### src/sv/nmea_pkg.sv
// Shared types, codes and lookup functions for the NMEA sentence parser.
`default_nettype none

package nmea_pkg;

  localparam int MAX_FIELDS_DEFAULT = 32;
  localparam int ID_MAX = 5;
  localparam int ID_TYPES = 11;

  localparam logic [2:0] ID_OVER = 3'd6;

  localparam logic [7:0] CH_DOLLAR = 8'h24;
  localparam logic [7:0] CH_STAR   = 8'h2A;
  localparam logic [7:0] CH_COMMA  = 8'h2C;
  localparam logic [7:0] CH_LF     = 8'h0A;

  localparam logic [2:0] PH_HUNT   = 3'd0;
  localparam logic [2:0] PH_ID     = 3'd1;
  localparam logic [2:0] PH_FIELDS = 3'd2;
  localparam logic [2:0] PH_HEX    = 3'd3;
  localparam logic [2:0] PH_TAIL   = 3'd4;

  localparam logic [1:0] EV_CHAR      = 2'd0;
  localparam logic [1:0] EV_FIELD_END = 2'd1;
  localparam logic [1:0] EV_SENT_END  = 2'd2;

  localparam logic [2:0] ST_OK       = 3'd0;
  localparam logic [2:0] ST_NO_CKSUM = 3'd1;
  localparam logic [2:0] ST_BAD_HEX  = 3'd2;
  localparam logic [2:0] ST_MISMATCH = 3'd3;
  localparam logic [2:0] ST_NO_COMMA = 3'd4;
  localparam logic [2:0] ST_UNKNOWN  = 3'd5;

  localparam logic [8*ID_MAX-1:0] ID_TABLE [ID_TYPES] = '{
    "GPGSV", "GLGSV", "GAGSV", "GBGSV", "GIGSV",
    "GNGLL", "GNZDA", "GNRMC", "GNVTG", "GNGGA", "GNGSA"
  };

  typedef logic [0:ID_MAX-1][7:0] id_chars_t;

  typedef struct packed {
    logic [2:0] phase;
    logic [7:0] running_xor;
    id_chars_t  id_chars;
    logic [2:0] id_length;
    logic [4:0] field_count;
    logic [3:0] type_code;
    logic [3:0] hex_high;
    logic [1:0] hex_digits_seen;
    logic [2:0] pending_status;
  } parse_state_t;

  typedef struct packed {
    logic [1:0] event_kind;
    logic [4:0] field_index;
    logic [7:0] char_value;
    logic [3:0] sentence_type;
    logic [2:0] status;
    logic [7:0] computed_checksum;
  } result_t;

  // Bit 4 set means the byte is not a hex digit.
  function automatic logic [4:0] hex_value(input logic [7:0] c);
    logic [4:0] v;
    v = 5'h10;
    if (c >= 8'h30 && c <= 8'h39) v = {1'b0, c[3:0]};
    else if ((c >= 8'h41 && c <= 8'h46) || (c >= 8'h61 && c <= 8'h66))
      v = {1'b0, c[3:0] + 4'd9};
    return v;
  endfunction

  function automatic logic [3:0] lookup_type(input id_chars_t id, input logic [2:0] len);
    logic [3:0] t;
    t = 4'd0;
    if (len == 3'(ID_MAX)) begin
      for (int i = ID_TYPES - 1; i >= 0; i--) begin
        if (id == ID_TABLE[i]) t = 4'(i + 1);
      end
    end
    return t;
  endfunction

endpackage

`default_nettype wire

### src/sv/nmea_sentence_parser_top.sv
// NMEA 0183 sentence parser: one received byte in, field and sentence events out.
//
// Input channel: in_valid / in_stall carry one rx_byte per transaction.
// Output channel: out_valid / out_stall carry one event per transaction:
// a field character, an end of field (with its index), or an end of sentence
// at line feed with sentence type, status and computed checksum.
// A byte produces zero or one events. Accepts one byte per cycle while in_stall
// is low; each event is registered in the output buffer when its byte is taken.
// The output register is backed by a one-entry skid register, so a byte is
// still taken while an event waits; in_stall rises only when both hold an
// event, and falls at the edge at which the receiver takes one.
// Reset (synchronous, rst high) empties both registers and returns the parser
// to hunting for a dollar sign; bytes before it produce nothing.
// Fields of a sentence come out before its status is known; discard them
// unless the end-of-sentence event reports status ok.
`default_nettype none

module nmea_sentence_parser_top #(
  parameter int MAX_FIELDS = nmea_pkg::MAX_FIELDS_DEFAULT
) (
  input  wire logic       clk,
  input  wire logic       rst,
  input  wire logic       in_valid,
  output logic            in_stall,
  input  wire logic [7:0] rx_byte,
  output logic            out_valid,
  input  wire logic       out_stall,
  output logic [1:0]      event_kind,
  output logic [4:0]      field_index,
  output logic [7:0]      char_value,
  output logic [3:0]      sentence_type,
  output logic [2:0]      status,
  output logic [7:0]      computed_checksum
);

  logic              take;
  logic              res_valid;
  nmea_pkg::result_t res;
  nmea_pkg::result_t dout;

  assign take = in_valid && !in_stall;

  nmea_core #(.MAX_FIELDS(MAX_FIELDS)) u_core (
    .clk       (clk),
    .rst       (rst),
    .take      (take),
    .rx_byte   (rx_byte),
    .res       (res),
    .res_valid (res_valid)
  );

  nmea_out_buf u_out (
    .clk       (clk),
    .rst       (rst),
    .push      (take && res_valid),
    .din       (res),
    .out_stall (out_stall),
    .full      (in_stall),
    .out_valid (out_valid),
    .dout      (dout)
  );

  assign event_kind        = dout.event_kind;
  assign field_index       = dout.field_index;
  assign char_value        = dout.char_value;
  assign sentence_type     = dout.sentence_type;
  assign status            = dout.status;
  assign computed_checksum = dout.computed_checksum;

endmodule

`default_nettype wire

### src/sv/nmea_core.sv
// Sentence state register and the per-byte next-state and event logic.
`default_nettype none

module nmea_core #(
  parameter int MAX_FIELDS = nmea_pkg::MAX_FIELDS_DEFAULT
) (
  input  wire logic             clk,
  input  wire logic             rst,
  input  wire logic             take,
  input  wire logic [7:0]       rx_byte,
  output nmea_pkg::result_t     res,
  output logic                  res_valid
);

  localparam int FieldLastInt = (MAX_FIELDS - 1 > 31) ? 31 : MAX_FIELDS - 1;
  localparam logic [4:0] FIELD_LAST = 5'(FieldLastInt);

  nmea_pkg::parse_state_t st;
  nmea_pkg::parse_state_t st_next;

  always_ff @(posedge clk) begin
    if (rst) begin
      st <= '0;
    end else if (take) begin
      st <= st_next;
    end
  end

  always_comb begin
    logic [4:0] hv;
    logic [7:0] expected;
    logic [2:0] st_code;
    st_next   = st;
    res       = '0;
    res_valid = 1'b0;
    hv        = nmea_pkg::hex_value(rx_byte);
    expected  = {st.hex_high, hv[3:0]};
    st_code   = nmea_pkg::ST_NO_CKSUM;

    if (st.phase == nmea_pkg::PH_HUNT) begin
      if (rx_byte == nmea_pkg::CH_DOLLAR) begin
        st_next       = '0;
        st_next.phase = nmea_pkg::PH_ID;
      end
    end else if (rx_byte == nmea_pkg::CH_LF) begin
      if (st.phase == nmea_pkg::PH_HEX) begin
        st_code = (st.hex_digits_seen == 2'd0) ? nmea_pkg::ST_NO_CKSUM
                                                : nmea_pkg::ST_BAD_HEX;
      end else if (st.phase == nmea_pkg::PH_TAIL) begin
        st_code = st.pending_status;
        if (st_code == nmea_pkg::ST_OK && st.type_code == 4'd0)
          st_code = nmea_pkg::ST_UNKNOWN;
      end
      res_valid             = 1'b1;
      res.event_kind        = nmea_pkg::EV_SENT_END;
      res.sentence_type     = st.type_code;
      res.status            = st_code;
      res.computed_checksum = st.running_xor;
      st_next               = '0;
    end else begin
      unique case (st.phase)
        nmea_pkg::PH_ID: begin
          if (rx_byte == nmea_pkg::CH_STAR) begin
            st_next.pending_status = nmea_pkg::ST_NO_COMMA;
            st_next.phase          = nmea_pkg::PH_HEX;
          end else begin
            st_next.running_xor = st.running_xor ^ rx_byte;
            if (rx_byte == nmea_pkg::CH_COMMA) begin
              st_next.type_code   = nmea_pkg::lookup_type(st.id_chars, st.id_length);
              st_next.field_count = 5'd0;
              st_next.phase       = nmea_pkg::PH_FIELDS;
            end else if (st.id_length < 3'(nmea_pkg::ID_MAX)) begin
              st_next.id_chars[st.id_length] = rx_byte;
              st_next.id_length              = st.id_length + 3'd1;
            end else begin
              st_next.id_length = nmea_pkg::ID_OVER;
            end
          end
        end
        nmea_pkg::PH_FIELDS: begin
          res_valid       = 1'b1;
          res.field_index = st.field_count;
          if (rx_byte == nmea_pkg::CH_STAR) begin
            st_next.phase  = nmea_pkg::PH_HEX;
            res.event_kind = nmea_pkg::EV_FIELD_END;
          end else begin
            st_next.running_xor = st.running_xor ^ rx_byte;
            if (rx_byte == nmea_pkg::CH_COMMA) begin
              // saturate the index at the last field
              if (st.field_count < FIELD_LAST)
                st_next.field_count = st.field_count + 5'd1;
              res.event_kind = nmea_pkg::EV_FIELD_END;
            end else begin
              res.event_kind = nmea_pkg::EV_CHAR;
              res.char_value = rx_byte;
            end
          end
        end
        nmea_pkg::PH_HEX: begin
          if (st.hex_digits_seen == 2'd0) begin
            if (hv[4]) begin
              st_next.pending_status = nmea_pkg::ST_BAD_HEX;
              st_next.hex_high       = 4'd0;
            end else begin
              st_next.hex_high = hv[3:0];
            end
            st_next.hex_digits_seen = 2'd1;
          end else begin
            if (hv[4]) begin
              st_next.pending_status = nmea_pkg::ST_BAD_HEX;
            end else if (st.pending_status != nmea_pkg::ST_BAD_HEX &&
                         expected != st.running_xor) begin
              st_next.pending_status = nmea_pkg::ST_MISMATCH;
            end
            st_next.hex_digits_seen = 2'd2;
            st_next.phase           = nmea_pkg::PH_TAIL;
          end
        end
        default: begin
          // hold in the tail until line feed; drop any unused phase code
          if (st.phase != nmea_pkg::PH_TAIL) st_next = '0;
        end
      endcase
    end
  end

endmodule

`default_nettype wire

### src/sv/nmea_out_buf.sv
// Output register with one skid entry between the parser and the receiver.
`default_nettype none

module nmea_out_buf (
  input  wire logic              clk,
  input  wire logic              rst,
  input  wire logic              push,
  input  wire nmea_pkg::result_t din,
  input  wire logic              out_stall,
  output logic                   full,
  output logic                   out_valid,
  output nmea_pkg::result_t      dout
);

  logic              skid_valid;
  nmea_pkg::result_t skid;

  assign full = skid_valid;

  always_ff @(posedge clk) begin
    if (rst) begin
      out_valid  <= 1'b0;
      skid_valid <= 1'b0;
    end else if (push) begin
      if (out_valid && out_stall) skid_valid <= 1'b1;
      else out_valid <= 1'b1;
    end else if (out_valid && !out_stall) begin
      if (skid_valid) skid_valid <= 1'b0;
      else out_valid <= 1'b0;
    end
  end

  always_ff @(posedge clk) begin
    if (push) begin
      if (out_valid && out_stall) skid <= din;
      else dout <= din;
    end else if (out_valid && !out_stall && skid_valid) begin
      dout <= skid;
    end
  end

endmodule

`default_nettype wire

### config.mk
export PLATFORM = sky130hd
export DESIGN_NAME = nmea_sentence_parser_top
export DESIGN_NICKNAME = d
export VERILOG_FILES = /design/src/sv/nmea_pkg.sv /design/src/sv/nmea_sentence_parser_top.sv /design/src/sv/nmea_core.sv /design/src/sv/nmea_out_buf.sv
export SDC_FILE = /design/constraint.sdc
export NUM_CORES = 1
export LEC_CHECK = 0
export BUFFER_PORTS_ARGS = -buffer_cell sky130_fd_sc_hd__buf_2
export CELL_PAD_IN_SITES_DETAIL_PLACEMENT = 1
export CELL_PAD_IN_SITES_GLOBAL_PLACEMENT = 2
export CORE_MARGIN = 3
export CORE_UTILIZATION = 36
export DETAILED_ROUTE_END_ITERATION = 8
export PLACE_DENSITY_LB_ADDON = 0.08
export SKIP_CTS_REPAIR_TIMING = 1
export SKIP_LAST_GASP = 1
export SYNTH_ARGS = -nofsm -noshare
export SYNTH_HDL_FRONTEND = slang
export SYNTH_HIERARCHICAL = 1
export SYNTH_SLANG_ARGS = --single-unit
### constraint.sdc
create_clock -name clk -period 3.5 [get_ports clk]
set_input_delay 0.35 -clock clk [delete_from_list [all_inputs] [get_ports clk]]
set_output_delay 0.35 -clock clk [all_outputs]
set_load 0.01 [all_outputs]
==> flow_summary.ini <==
[critical_path]
path_class = reg -> reg
slowest_delay_ns = 0.69
timing.rr.start = u_core/st[70]$_SDFFE_PP0P_
crit_family = compound AO/OA/AOI/OAI gates
path_cells = or3_1 > a32o_1 > o221ai_2 > a211oi_2 > nand4_1 > mux2i_1
cp_max_fo = 18
worstRegToRegCells = 6
cp_slowest_cell = dfxtp_1
r2r_setup_slack_ns = 0.65
critPathLaunch = u_core/st[70]$_SDFFE_PP0P_
crit_path_start_kind = flop
path_buf_inv = 0
endpoint_kind = flop
crit_arrival_ns = 3.16
required_ns = 3.81
r2r_end = u_core/st[17]$_SDFFE_PP0P_

[power_and_ir_drop]
switchingPower_uw = 934
seq_power_share = 0.439
p_clk_frac = 0.485
p_leak_nw = 2.81
netSwitchingFraction = 0.245
power_density_mw_per_mm2 = 500
p_int_mw = 2.87
ir_drop_mv = 0.362
p_comb_frac = 0.076

[hold_path]
hold_path_class = in -> reg
min_to = u_core/st[21]$_SDFFE_PP0P_
min_from = rx_byte[0]
hold_path_depth = 2

[routing]
drt-total-wl_um = 18400
drtAntennaViolNets = 0
vias_per_cell = 5.59
routedWlPerCell_um = 20.8
dr.pass1.iters = 4
dr.first_iter.drc_count = 365
vias = 4959
drc = 0

[clock_network]
cts_tree = yes
ctsHtreeMaxLevel = 4
clk_path_buf_depth = 2
clkSinkCount = 134
ctsRootBufferMaster = clkbuf_16
clock_latency_ns = 0.43
cts_made_buffers = 17
cts.clk_slew.worst_paths_ns = 0.06

[place]
gp_congestion = 0.859
port-buffer-count = 43
place_hpwl_um = 13500
placed_area_mm2 = 0.00702

[floorplanning]
die_x_um = 141
initial_core_util = 0.374
core_area_mm2 = 0.0176
dieArea_mm2 = 0.0199
ios = 44
die_h_um = 141
rows = 48

[timing]
min_period_over_period = 0.815
finalSetupViolCount = 0
fmax_mhz = 350
setup_tns_ns = 0
finalMaxSlewViolations = 0
fin_skew_ns = 0.00587
rsz0062_at_grt = false
relSlewSlack = 0.304
worst_slew_pin_slew_ns = 1.03
min_period_ns = 2.85
hold_ws_ns = 0.280
hold_viol = 0

[synth]
syn_area_mm2 = 0.00657
synth.net_count = 623
avgSynthCellArea_um2 = 10.9
yosysWarningCount = 6
ys_ff_latch = 134
synthArstFlopShare = 0
postSynthCellCount = 603
synth_cell_types = 76
yosysSeqAreaShare = 0.500
synth_edf_count = 60
synth_ff_type = dfxtp_1

[cells_and_area]
postLayoutCellArea_mm2 = 0.00762
n_antenna_cell = 0
drive_gt1_frac = 0.208
fin_nets = 669
final_common_cell = dfxtp_1
final_cell_mix = dfxtp_1 (74), edfxtp_1 (60), buf_2 (43)
area_growth_pct = 16.0
fillCellCount = 1938

[status]
status = completed

[global_route]
grt_usage = 0.187
grt_max_degree = 31
grt_pass1_vias = 5081
antenna_found_initial = 0
grt_pass1_wl_um = 28700
grt_overflow = 0

[job]
max_cap_violations = 0
-- logic make-up after synthesis --
logic type | count (synthesis) | share of synthesized area
xor+xnor | 21 | 0.0280
compound gates | 131 | 0.149
simple gates | 223 | 0.195
flops | 134 | 0.500
buf+inv | 50 | 0.0375
mux | 36 | 0.0761
fa+ha+maj | 8 | 0.0152
-- routing by layer --
metal,GRT usage,vias to the layer above,routed length (um)
met2,0.322,96,9200
li1,-,2388,-
met4,0.0561,0,261
met1,0.240,2459,8220
met3,0.0353,16,728
met5,0,-,0
-- stage by stage --
stage	power (mW)	cells	util	worst slack (ns)
2_1_floorplan	1.90	603	-	0.429
5_1_grt	3.95	887	0.433	0.368
4_1_cts	3.84	887	0.433	0.613
3_3_place_gp	1.99	855	0.399	0.563
6_report	3.81	887	0.433	0.646
3_5_place_dp	2.00	855	0.399	0.451
-- sequential cells by signal (all words and copies together) (netlist names) --
name,cells
u_core/st,72
u_out/full,1
u_out/out_valid,1
u_out/dout,30
u_out/skid,30
-- area by class of cell --
cell class | instances | area, um^2 | share of cell area
clock inverters | 13 | 171 | 0.0225
clock buffers | 19 | 433 | 0.0568
inverters | 20 | 75.1 | 0.00985
repair buffers | 57 | 333 | 0.0436
multi-input cells | 419 | 3050 | 0.400
well taps | 225 | 282 | 0.0369
flip-flops and latches | 134 | 3280 | 0.431
-- synthesized netlist by cell type (3+ instances only) --
library cell / instances / area (um^2)
and3_1: 23 / 144
nor2_1: 37 / 139
mux2i_1: 5 / 50.1
o21a_1: 3 / 22.5
clkbuf_1: 17 / 63.8
nor3b_1: 11 / 82.6
nand4_1: 8 / 50.1
a211o_1: 3 / 26.3
o31ai_1: 3 / 22.5
inv_1: 20 / 75.1
a22o_1: 11 / 96.3
edfxtp_1: 60 / 1800
a21o_1: 3 / 22.5
ha_1: 8 / 100
and2_1: 12 / 75.1
a32o_1: 18 / 180
mux2_4: 27 / 405
nor3_1: 16 / 80.1
a21oi_1: 22 / 110
nor2b_1: 6 / 37.5
or3b_2: 3 / 26.3
buf_2: 9 / 45.0
nor4bb_1: 5 / 50.1
mux2_2: 4 / 45.0
o211ai_1: 5 / 37.5
nor4_1: 6 / 37.5
nand3_1: 35 / 175
a31oi_1: 6 / 37.5
nand2b_1: 7 / 43.8
dfxtp_1: 74 / 1480
or3_1: 4 / 25.0
nand2_1: 28 / 105
xnor2_1: 14 / 123
xor2_1: 7 / 61.3
o2bb2ai_1: 5 / 43.8
o21ai_0: 26 / 130
-- worst max-delay path by stage --
stage                                       to  slack [ns]  cells after the start
floorplan              u_out/dout[0]$_DFFE_PP_        0.43                     10
global placement       u_out/dout[4]$_DFFE_PP_        0.56                     10
detailed placement     u_out/dout[4]$_DFFE_PP_        0.45                     10
CTS                 u_core/st[17]$_SDFFE_PP0P_        0.61                      6
global route        u_core/st[17]$_SDFFE_PP0P_        0.37                      6
finish              u_core/st[17]$_SDFFE_PP0P_        0.65                      6
-- power groups by stage --
stage | clock, mW | sequential, mW | combinational [mW]
after floorplan | 0 | 1.70 | 0.200
after global routing | 1.95 | 1.68 | 0.318
after CTS | 1.88 | 1.67 | 0.293
final | 1.85 | 1.67 | 0.290
after global placement | 0 | 1.71 | 0.288
after detailed placement | 0 | 1.71 | 0.291
No activity file was read; power rests on OpenSTA's default activity.
